## src/sv/mlfq_pkg.sv

```systemverilog
package mlfq_pkg;

    localparam int LEVELS_DEF      = 4;
    localparam int QUEUE_DEPTH_DEF = 16;
    localparam int PID_WIDTH_DEF   = 8;

    // item modes
    localparam logic [1:0] MODE_ADMIT  = 2'd0;
    localparam logic [1:0] MODE_TICK   = 2'd1;
    localparam logic [1:0] MODE_REPORT = 2'd2;

    // run outcomes carried by a report item
    localparam logic [1:0] OUT_RUNNING  = 2'd0;
    localparam logic [1:0] OUT_FINISHED = 2'd1;
    localparam logic [1:0] OUT_BLOCKED  = 2'd2;

    // event codes on the result
    localparam logic [1:0] EV_NONE     = 2'd0;
    localparam logic [1:0] EV_FINISHED = 2'd1;
    localparam logic [1:0] EV_BLOCKED  = 2'd2;
    localparam logic [1:0] EV_DEMOTED  = 2'd3;

    typedef enum logic [1:0] {
        ST_IDLE  = 2'b01,
        ST_FETCH = 2'b10
    } state_t;

endpackage

```

## src/sv/mlfq_pick.sv

```systemverilog
module mlfq_pick
    import mlfq_pkg::*;
#(
    parameter int LEVELS = LEVELS_DEF,
    localparam int LW    = (LEVELS > 1) ? $clog2(LEVELS) : 1
)(
    input  logic [LEVELS-1:0] nonempty,
    output logic              found,
    output logic [LW-1:0]     sel
);

    // lowest non-empty level wins: scan from the bottom so level 0 overrides
    always_comb
    begin
        found = 1'b0;
        sel   = '0;
        for (int i = LEVELS - 1; i >= 0; i--)
        begin
            if (nonempty[i])
            begin
                found = 1'b1;
                sel   = LW'(i);
            end
        end
    end

endmodule

```

## src/sv/mlfq_scheduler.sv

```systemverilog
// Channel   Handshake          Fields
// command   start / busy       mode, pid, level, outcome
// result    done (one cycle)   run_valid, run_pid, run_level, quantum, slot_used,
//                              event_res, dest_level, queue_full
//
// Admit, report, ignored items and ticks that dequeue nothing strobe the result in
// the cycle after acceptance. A tick that dequeues first passes through ST_FETCH, where
// the registered queue memory read is taken and done is raised; busy is high in ST_FETCH.
// Reset clears pointers, counts and the running process; the queue memory
// holds no reset value and needs no clearing pass. The receiver cannot stall.
module mlfq_scheduler
    import mlfq_pkg::*;
#(
    parameter int LEVELS      = LEVELS_DEF,
    parameter int QUEUE_DEPTH = QUEUE_DEPTH_DEF,
    parameter int PID_WIDTH   = PID_WIDTH_DEF
)(
    input  logic                 clk,
    input  logic                 rst_n,
    input  logic                 start,
    output logic                 busy,
    input  logic [1:0]           mode,
    input  logic [PID_WIDTH-1:0] pid,
    input  logic [1:0]           level,
    input  logic [1:0]           outcome,
    output logic                 done,
    output logic                 run_valid,
    output logic [PID_WIDTH-1:0] run_pid,
    output logic [1:0]           run_level,
    output logic [3:0]           quantum,
    output logic [3:0]           slot_used,
    output logic [1:0]           event_res,
    output logic [1:0]           dest_level,
    output logic                 queue_full
);

    localparam int LW = (LEVELS > 1) ? $clog2(LEVELS) : 1;
    localparam int PW = (QUEUE_DEPTH > 1) ? $clog2(QUEUE_DEPTH) : 1;
    localparam int CW = $clog2(QUEUE_DEPTH + 1);
    localparam int SW = LEVELS;
    localparam int MEM_DEPTH = LEVELS * QUEUE_DEPTH;
    localparam int AW = $clog2(MEM_DEPTH);

    logic [PID_WIDTH-1:0] mem [MEM_DEPTH];
    logic [PID_WIDTH-1:0] rd_data_reg;

    state_t               state_reg, state_next;
    logic [PW-1:0]        head_reg  [LEVELS];
    logic [PW-1:0]        head_next [LEVELS];
    logic [PW-1:0]        tail_reg  [LEVELS];
    logic [PW-1:0]        tail_next [LEVELS];
    logic [CW-1:0]        count_reg [LEVELS];
    logic [CW-1:0]        count_next[LEVELS];
    logic                 rv_reg, rv_next;
    logic [PID_WIDTH-1:0] rpid_reg, rpid_next;
    logic [LW-1:0]        rlvl_reg, rlvl_next;
    logic [SW-1:0]        slots_reg, slots_next;
    logic                 done_reg, done_next;

    logic                 res_valid_reg;
    logic [PID_WIDTH-1:0] res_pid_reg;
    logic [1:0]           res_level_reg;
    logic [3:0]           res_quantum_reg;
    logic [3:0]           res_slot_reg;
    logic [1:0]           res_event_reg;
    logic [1:0]           res_dest_reg;
    logic                 res_full_reg;

    logic [LEVELS-1:0]    nonempty;
    logic                 pick_found;
    logic [LW-1:0]        pick_lvl;

    logic [3:0]           lvl_ext;
    logic [LW-1:0]        lvl_mod;
    logic                 push_req;
    logic [LW-1:0]        push_lvl;
    logic [PID_WIDTH-1:0] push_pid;
    logic                 mem_we, mem_re;
    logic [AW-1:0]        wr_addr, rd_addr;
    logic                 rep_active, release_run;
    logic [SW-1:0]        slots_inc, quantum_full, shown_slots;
    logic [LW-1:0]        rl_dest;
    logic [1:0]           ev;
    logic [LW-1:0]        dest;
    logic                 full;

    logic                 show_valid;
    logic [PID_WIDTH-1:0] show_pid;
    logic [LW-1:0]        show_lvl;
    logic [SW-1:0]        show_slots;
    logic [7:0]           lvl8, q8, slot8, dest8;

    function automatic logic [AW-1:0] addr_of(input logic [LW-1:0] l, input logic [PW-1:0] p);
        return AW'(AW'(l) * AW'(QUEUE_DEPTH)) + AW'(p);
    endfunction

    function automatic logic [PW-1:0] next_pos(input logic [PW-1:0] p);
        return (p == PW'(QUEUE_DEPTH - 1)) ? '0 : p + PW'(1);
    endfunction

    always_comb
    begin
        for (int i = 0; i < LEVELS; i++)
        begin
            nonempty[i] = (count_reg[i] != '0);
        end
    end

    mlfq_pick #(
        .LEVELS (LEVELS)
    ) u_pick (
        .nonempty (nonempty),
        .found    (pick_found),
        .sel      (pick_lvl)
    );

    assign busy = (state_reg != ST_IDLE);

    // fold an out-of-range admit level back into range
    assign lvl_ext = {2'b00, level};
    assign lvl_mod = (lvl_ext >= 4'(LEVELS)) ? LW'(lvl_ext - 4'(LEVELS)) : LW'(lvl_ext);

    assign slots_inc    = slots_reg + SW'(1);
    assign quantum_full = SW'(1) << rlvl_reg;
    assign rl_dest      = (rlvl_reg == LW'(LEVELS - 1)) ? rlvl_reg : rlvl_reg + LW'(1);

    always_comb
    begin
        head_next   = head_reg;
        tail_next   = tail_reg;
        count_next  = count_reg;
        rv_next     = rv_reg;
        rpid_next   = rpid_reg;
        rlvl_next   = rlvl_reg;
        slots_next  = slots_reg;
        state_next  = state_reg;
        done_next   = 1'b0;
        mem_we      = 1'b0;
        mem_re      = 1'b0;
        wr_addr     = '0;
        rd_addr     = '0;
        push_req    = 1'b0;
        push_lvl    = lvl_mod;
        push_pid    = pid;
        rep_active  = 1'b0;
        release_run = 1'b0;
        shown_slots = slots_reg;
        ev          = EV_NONE;
        dest        = '0;
        full        = 1'b0;

        case (state_reg)
            ST_IDLE:
            begin
                if (start)
                begin
                    case (mode)
                        MODE_ADMIT:
                        begin
                            push_req = 1'b1;
                        end
                        MODE_TICK:
                        begin
                            if (!rv_reg && pick_found)
                            begin
                                mem_re              = 1'b1;
                                rd_addr             = addr_of(pick_lvl, head_reg[pick_lvl]);
                                head_next[pick_lvl] = next_pos(head_reg[pick_lvl]);
                                count_next[pick_lvl] = count_reg[pick_lvl] - CW'(1);
                                rv_next             = 1'b1;
                                rlvl_next           = pick_lvl;
                                slots_next          = '0;
                                state_next          = ST_FETCH;
                            end
                        end
                        MODE_REPORT:
                        begin
                            if (rv_reg)
                            begin
                                case (outcome)
                                    OUT_FINISHED:
                                    begin
                                        rep_active  = 1'b1;
                                        ev          = EV_FINISHED;
                                        release_run = 1'b1;
                                    end
                                    OUT_BLOCKED:
                                    begin
                                        rep_active  = 1'b1;
                                        ev          = EV_BLOCKED;
                                        release_run = 1'b1;
                                    end
                                    OUT_RUNNING:
                                    begin
                                        rep_active  = 1'b1;
                                        shown_slots = slots_inc;
                                        slots_next  = slots_inc;
                                        // quantum used up: demote; last level stays
                                        if (slots_inc >= quantum_full)
                                        begin
                                            ev          = EV_DEMOTED;
                                            dest        = rl_dest;
                                            push_req    = 1'b1;
                                            push_lvl    = rl_dest;
                                            push_pid    = rpid_reg;
                                            release_run = 1'b1;
                                        end
                                    end
                                    default:
                                    begin
                                    end
                                endcase
                            end
                        end
                        default:
                        begin
                        end
                    endcase

                    if (push_req)
                    begin
                        if (count_reg[push_lvl] == CW'(QUEUE_DEPTH))
                        begin
                            full = 1'b1;
                        end
                        else
                        begin
                            mem_we               = 1'b1;
                            wr_addr              = addr_of(push_lvl, tail_reg[push_lvl]);
                            tail_next[push_lvl]  = next_pos(tail_reg[push_lvl]);
                            count_next[push_lvl] = count_reg[push_lvl] + CW'(1);
                        end
                    end

                    if (release_run)
                    begin
                        rv_next    = 1'b0;
                        rpid_next  = '0;
                        rlvl_next  = '0;
                        slots_next = '0;
                    end

                    done_next = (state_next == ST_IDLE);
                end
            end
            ST_FETCH:
            begin
                rpid_next  = rd_data_reg;
                state_next = ST_IDLE;
                done_next  = 1'b1;
            end
            default:
            begin
                state_next = ST_IDLE;
            end
        endcase
    end

    // a report shows the process it concerns, even when that report releases it
    always_comb
    begin
        if (rep_active)
        begin
            show_valid = 1'b1;
            show_pid   = rpid_reg;
            show_lvl   = rlvl_reg;
            show_slots = shown_slots;
        end
        else if (rv_next)
        begin
            show_valid = 1'b1;
            show_pid   = rpid_next;
            show_lvl   = rlvl_next;
            show_slots = slots_next;
        end
        else
        begin
            show_valid = 1'b0;
            show_pid   = '0;
            show_lvl   = '0;
            show_slots = '0;
        end
        lvl8  = 8'(show_lvl);
        q8    = show_valid ? (8'(1) << show_lvl) : 8'(0);
        slot8 = 8'(show_slots);
        dest8 = 8'(dest);
    end

    always_ff @(posedge clk)
    begin
        if (mem_we)
        begin
            mem[wr_addr] <= push_pid;
        end
        if (mem_re)
        begin
            rd_data_reg <= mem[rd_addr];
        end
    end

    always_ff @(posedge clk or negedge rst_n)
    begin
        if (!rst_n)
        begin
            state_reg <= ST_IDLE;
            done_reg  <= 1'b0;
            rv_reg    <= 1'b0;
            rpid_reg  <= '0;
            rlvl_reg  <= '0;
            slots_reg <= '0;
            for (int i = 0; i < LEVELS; i++)
            begin
                head_reg[i]  <= '0;
                tail_reg[i]  <= '0;
                count_reg[i] <= '0;
            end
        end
        else
        begin
            state_reg <= state_next;
            done_reg  <= done_next;
            rv_reg    <= rv_next;
            rpid_reg  <= rpid_next;
            rlvl_reg  <= rlvl_next;
            slots_reg <= slots_next;
            head_reg  <= head_next;
            tail_reg  <= tail_next;
            count_reg <= count_next;
        end
    end

    // hold the result fields; only the strobe needs a reset
    always_ff @(posedge clk)
    begin
        if (done_next)
        begin
            res_valid_reg   <= show_valid;
            res_pid_reg     <= show_pid;
            res_level_reg   <= lvl8[1:0];
            res_quantum_reg <= q8[3:0];
            res_slot_reg    <= slot8[3:0];
            res_event_reg   <= ev;
            res_dest_reg    <= dest8[1:0];
            res_full_reg    <= full;
        end
    end

    assign done       = done_reg;
    assign run_valid  = res_valid_reg;
    assign run_pid    = res_pid_reg;
    assign run_level  = res_level_reg;
    assign quantum    = res_quantum_reg;
    assign slot_used  = res_slot_reg;
    assign event_res  = res_event_reg;
    assign dest_level = res_dest_reg;
    assign queue_full = res_full_reg;

endmodule
```

## config.mk

```make
export PLATFORM = sky130hd
export DESIGN_NAME = mlfq_scheduler
export DESIGN_NICKNAME = d
export VERILOG_FILES = /design/src/sv/mlfq_pkg.sv /design/src/sv/mlfq_pick.sv /design/src/sv/mlfq_scheduler.sv
export SDC_FILE = /design/constraint.sdc
export NUM_CORES = 1
export LEC_CHECK = 0
export BUFFER_PORTS_ARGS = -buffer_cell sky130_fd_sc_hd__buf_2
export CAP_MARGIN = 10
export CORE_UTILIZATION = 30
export CTS_CLUSTER_DIAMETER = 100
export DETAILED_ROUTE_END_ITERATION = 10
export PLACE_DENSITY = 0.41
export SLEW_MARGIN = 0
export SYNTH_ARGS = -nofsm -noshare
export SYNTH_HDL_FRONTEND = slang
export SYNTH_SLANG_ARGS = --single-unit
```

## constraint.sdc

```tcl
create_clock -name clk -period 8.9 [get_ports clk]
set_input_delay 1.335 -clock clk [delete_from_list [all_inputs] [get_ports clk]]
set_output_delay 1.335 -clock clk [all_outputs]
set_load 0.05 [all_outputs]
```

* Word-level counts from Yosys, hierarchy flattened
Memory sizes are Yosys's and may differ from the RTL's. A register that Yosys moved wholly into a read port is not among the register bits.
Index checks and enable logic that the tools add are counted.
** Word-level totals
- Bits in registers :: 94
- RAM bits :: 512
- Input bits :: 17
- Output and inout port bits :: 26
- Memories kept :: 1
** Operators by class
- Add/subtract/negate cells :: 9
- Order comparisons :: 6
- Eq/ne operators :: 13
- Shift-type cells :: 2
- Muxes and demuxes :: 130
- Bitwise operators :: 3
- Reductions and logical operators :: 18
** Memory list
- mem :: depth 64, width 8, rd ports 1, clocked after memory_dff 1, wr ports 1, line mlfq_scheduler.sv:44 : logic [PID_WIDTH-1:0] mem [MEM_DEPTH];
** Operator list (number)
- $mux W20 :: 6
- $mux W8 :: 10
- $mux W4 :: 19
- $mux W2 :: 26
- $mux W6 :: 8
- $bwmux W20 :: 2
- $mux W1 :: 37
- $bwmux W16 :: 2
- $mux W5 :: 6
- $bmux W5 S2 :: 2
- $demux W5 S2 :: 2
- $reduce_bool A5 Y1 :: 4
- $bmux W4 S2 :: 2
- $demux W4 S2 :: 2
- $pmux W8 S2 :: 1
- $add A4 B1 Y4 const B :: 3
- $add A6 B4 Y6 :: 2
- $reduce_and A4 Y1 :: 3
- $eq A2 B1 Y1 const B :: 4
- $eq A2 B2 Y1 const B :: 4
- $eq A4 B4 Y1 const B :: 2
- $pmux W4 S2 :: 1
- $shl A1 B2 Y4 const A :: 2
- $ge A3 B3 Y1 const B :: 2
- other kinds (22) :: 29

* Depth between registers and ports, before layout
- Word-level depth :: 19
- Gate-level depth with buffers :: 19

* By module
Synthesis repeated with hierarchy kept, for this count alone.
** Unflattened totals
- Cells, all modules :: 1995
- Area total of the unflattened synthesis :: 26183.9 um2
** Modules (own cells, without submodules)
- mlfq_scheduler :: times used 1, cells each 1988, area an instance 26148.8 um2, sequential area each 18088.6 um2
- mlfq_pick :: times used 1, cells each 7, area an instance 35.0 um2, sequential area each 0.0 um2

* Worst setup path before layout
Ideal clock, no wire load.
- Path type :: input to register
- Start :: input port mode[0]
- End :: memory mem[56][0] (netlist name) (enable)
- Data arrival time :: 5.040 ns
- Data required time :: 8.530 ns
- Setup slack :: 3.490 ns
- Stages on the path :: 15
- Buffers on the path :: 2
- Path through :: inv_1 -> ha_1 -> nand3_1 -> nor3_4 -> mux2i_4 -> clkbuf_1 -> mux4_2 -> inv_1 -> ha_1 -> inv_1 -> or4b_4 -> nand2_1 -> buf_4 -> a21oi_1 -> nor2_1
** On the way
- Longest elaborated chain between the ends :: 15
** RTL lines
- start: declaration :: line mlfq_scheduler.sv:22 : input logic [1:0] mode,
- branches (longest 15 deep; another with $add A6 B4 Y6)
- end: declaration :: line mlfq_scheduler.sv:44
Parallel ways; which one is timed is not known. The select of a mux whose other input is x is not followed.

* Worst setup path after layout
- Start :: register rlvl_reg[1]
- End :: memory mem[58][7] (netlist name) (enable)
** On the way
- Longest elaborated chain between the ends :: 19
** RTL lines
- start: declaration :: line mlfq_scheduler.sv:56 : logic [LW-1:0] rlvl_reg, rlvl_next;
- start signal: assignment :: line mlfq_scheduler.sv:324 : rlvl_reg <= rlvl_next;
- branches (longest 19 deep; another with $ge A4 B4 Y1)
Parallel ways; which one is timed is not known. The select of a mux whose other input is x is not followed.

==> metrics.md <==
| Metric | Value |
|---|---|
| Status | finished, final reports clean |
| Critical Setup Path Class | flop to flop |
| Detailed-route via count | 17611 |
| Top FF cell, synth | edfxtp_1 |
| HP Class | flop to flop |
| Syn Inst Count | 2044 |
| CP Data Required Time | 9.16 ns |
| CTS Buf Count | 72 |
| Storage cell area | 18100 um^2 |
| Hold Buf Count CTS | 0 |
| Setup crit end kind | flop |
| WL final | 88.0 mm |
| Vias per cell | 5.33 |
| Cell Area, Synth | 26200 um^2 |
| Vias in the first global route | 17799 |
| RSZ-0062 raised after global routing | false |
| Syn avg cell area | 12.8 um^2 |
| CTS tree | done |
| Slew at the pin with the worst max-slew slack | 1.06 ns |
| Nets@finish | 2127 |
| CP arrival | 6.44 ns |
| Total GRT Usage | 0.199 |
| Slew headroom | 0.292 |
| Initial core utilization | 0.302 |
| Final period util | 0.694 |
| Yosys top cell area share | 0.622 |
| Met2 WL | 41.4 mm |
| Count leader, synth | edfxtp_1 |
| Synth cell count leaders | edfxtp_1 (544), nand2_1 (324), nor2_1 (174) |
| Clk sinks | 614 |
| Fill count | 8537 |
| Max-cap violations | 0 |
| DRT antenna net count | 0 |
| Number of remaining DRC errors | 0 |
| Post-synthesis sequential area ratio | 0.689 |
| Clock Pin Slew Worst Setup and Hold Paths | 0.06 ns |
| Fmax | 162 MHz |
| Clk_skew | 0.0305 ns |
| Met3 wire length | 4.22 mm |
| Syn nets | 2080 |
| Maximum root-to-sink buffer count | 3 |
| Shortest period the worst path allows | 6.18 ns |
| Pwr dens | 279 nW/um^2 |
| Yosys reg bits | 614 |
| Final count of negative-setup-slack endpoints | 0 |
| Final setup TNS | 0 ns |
| DR top layer | met5 |
| Total chip power | 8.42 mW |
| Final HPWL DP | 57.4 mm |
| Startpoint class of the critical path | flop |
| Area contributors post-synth | edfxtp_1 (62%), dfrtp_1 (6.6%), nand2_1 (4.6%), mux2i_1 (2.6%), nor2_1 (2.5%) |
| Drt pass-1 iters | 7 |
| Initial antenna violation count | 4 |
| Final hold vios | 0 |
| Hold slack | 0.482 ns |
| Latest clock arrival within the worst-skew pair | 0.63 ns |
| Max FFs per register | 512 |
| Post_cts resized | 0 |
| Multi-input logic area | 7690 um^2 |
| Leading area contributor after synthesis | edfxtp_1 |
| Post-CTS setup buffers | 0 |
| Yosys warns | 0 |
| Post-synthesis async set-or-reset flop share | 0.114 |
| DIE WIDTH | 298 um |
| EDFF count, synth | 544 |
| H-tree levels | 3 |
| Initial DRC count | 1469 |
| Grt ovf | 0 |
| Cell variety after synth | 80 |
| Gpl congestion | 0.860 |
| Ant diodes | 0 |
| Slew Limit Fails | 0 |
| Pin count of the biggest net entering global routing | 109 |
| Avg WL per Cell | 26.6 um |
| Total core area | 86800 um^2 |
| Die area | 88700 um^2 |
| CP max FO | 17 |
| Area grow syn2layout | 15.1% |
| Root buffer cell | clkbuf_16 |
| VDD IR max | 0.190 mV |
| Leak | 10.4 nW |
| Number of port buffers | 42 |
| WL met1 | 39.7 mm |
| First-pass GRT wire length | 128 mm |
| Chip height | 298 um |
| Fraction of layout instances using a drive strength above 1 | 0.125 |
| Io pins | 43 |
| # rows | 108 |
-- logic make-up after synthesis --
group,Yosys count,synth area share
AND/OR/NAND/NOR,837,0.146
flip-flops,614,0.689
AO/OA/AOI/OAI,334,0.0889
buffers and inverters,132,0.0210
multiplexers,96,0.0422
adder cells (fa/ha/maj),19,0.00906
XOR/XNOR,12,0.00400
-- layer usage --
layer,up-vias,track usage
li1,7830,-
met1,9085,0.272
met2,541,0.321
met3,147,0.0316
met4,8,0.0620
met5,-,0
-- area by class of cell --
type / count / area share
clock inverter: 48 / 0.0147
clock buffer: 86 / 0.0635
timing repair buffer: 82 / 0.0174
sequential: 614 / 0.599
tap: 1155 / 0.0478
multi-input combinational: 1298 / 0.255
inverter: 23 / 0.00294
-- layout by cell type, fill, tap and decap left out, types with 16 or more instances in the layout --
cell	Yosys	final
nand4_1	16	16
nor3_1	64	64
inv_1	21	20
nor2_1	174	171
buf_4	3	40
nand3_1	124	124
or3_1	35	35
a31oi_1	37	37
buf_2	36	41
a22o_1	22	22
and3_1	31	31
ha_1	19	19
dfrtp_1	69	69
mux2i_1	68	67
clkbuf_16	0	74
o21ai_0	89	88
edfxtp_1	544	544
mux2_2	18	18
clkinv_2	0	17
nand2_1	324	323
a21oi_1	43	41
o211ai_1	28	28
-- worst max-delay path, stage by stage (launching register included) --
cell,delay (ns)
dfrtp_1,0.42
or2_2,0.38
inv_1,0.07
ha_1,0.21
nand2b_1,0.18
a2111oi_4,0.51
nor3_4,0.13
mux2i_4,0.62
mux4_2,0.61
or4b_4,0.26
nand2_1,0.32
nor3_1,0.76
nand2_1,0.58
nor2_1,0.73
-- path summary, 6_finish.rpt --
| check | startpoint | endpoint | slack (ns) | cells after the start |
|---|---|---|---|---|
| worst max-delay path | rlvl_reg[1] | mem[58][7] | 2.72 | 13 |
| worst min-delay path | tail_reg[9] | tail_reg[9] | 0.48 | 2 |
| worst max register to register | rlvl_reg[1] | mem[58][7] | 2.72 | 13 |
| worst min register to register | tail_reg[9] | tail_reg[9] | 0.48 | 2 |
| max in group asynchronous | rst_n | rpid_reg[5] | 7.38 | 1 |
| min in group asynchronous | rst_n | count_reg[2] | 0.87 | 1 |
-- power by group --
part | internal, mW | switching (mW) | total (mW) | leakage (nW)
Clock | 1.72 | 1.21 | 2.94 | 1.15
Sequential | 3.35 | 0.135 | 3.48 | 5.82
Combinational | 0.509 | 1.49 | 2.00 | 3.48
Total | 5.58 | 2.84 | 8.42 | 10.4
-- per-stage QoR --
stage / utilization / cells / cell area (um^2) / setup slack, ns
after floorplan: - / 2044 / 26200 / 3.49
after global placement: 0.321 / 3172 / 27800 / 2.23
after detailed placement: 0.321 / 3172 / 27800 / 2.15
after CTS: 0.348 / 3306 / 30200 / 2.74
after global routing: 0.348 / 3306 / 30200 / 2.24
final: 0.348 / 3306 / 30200 / 2.72
(Power assumes the default switching activity.)
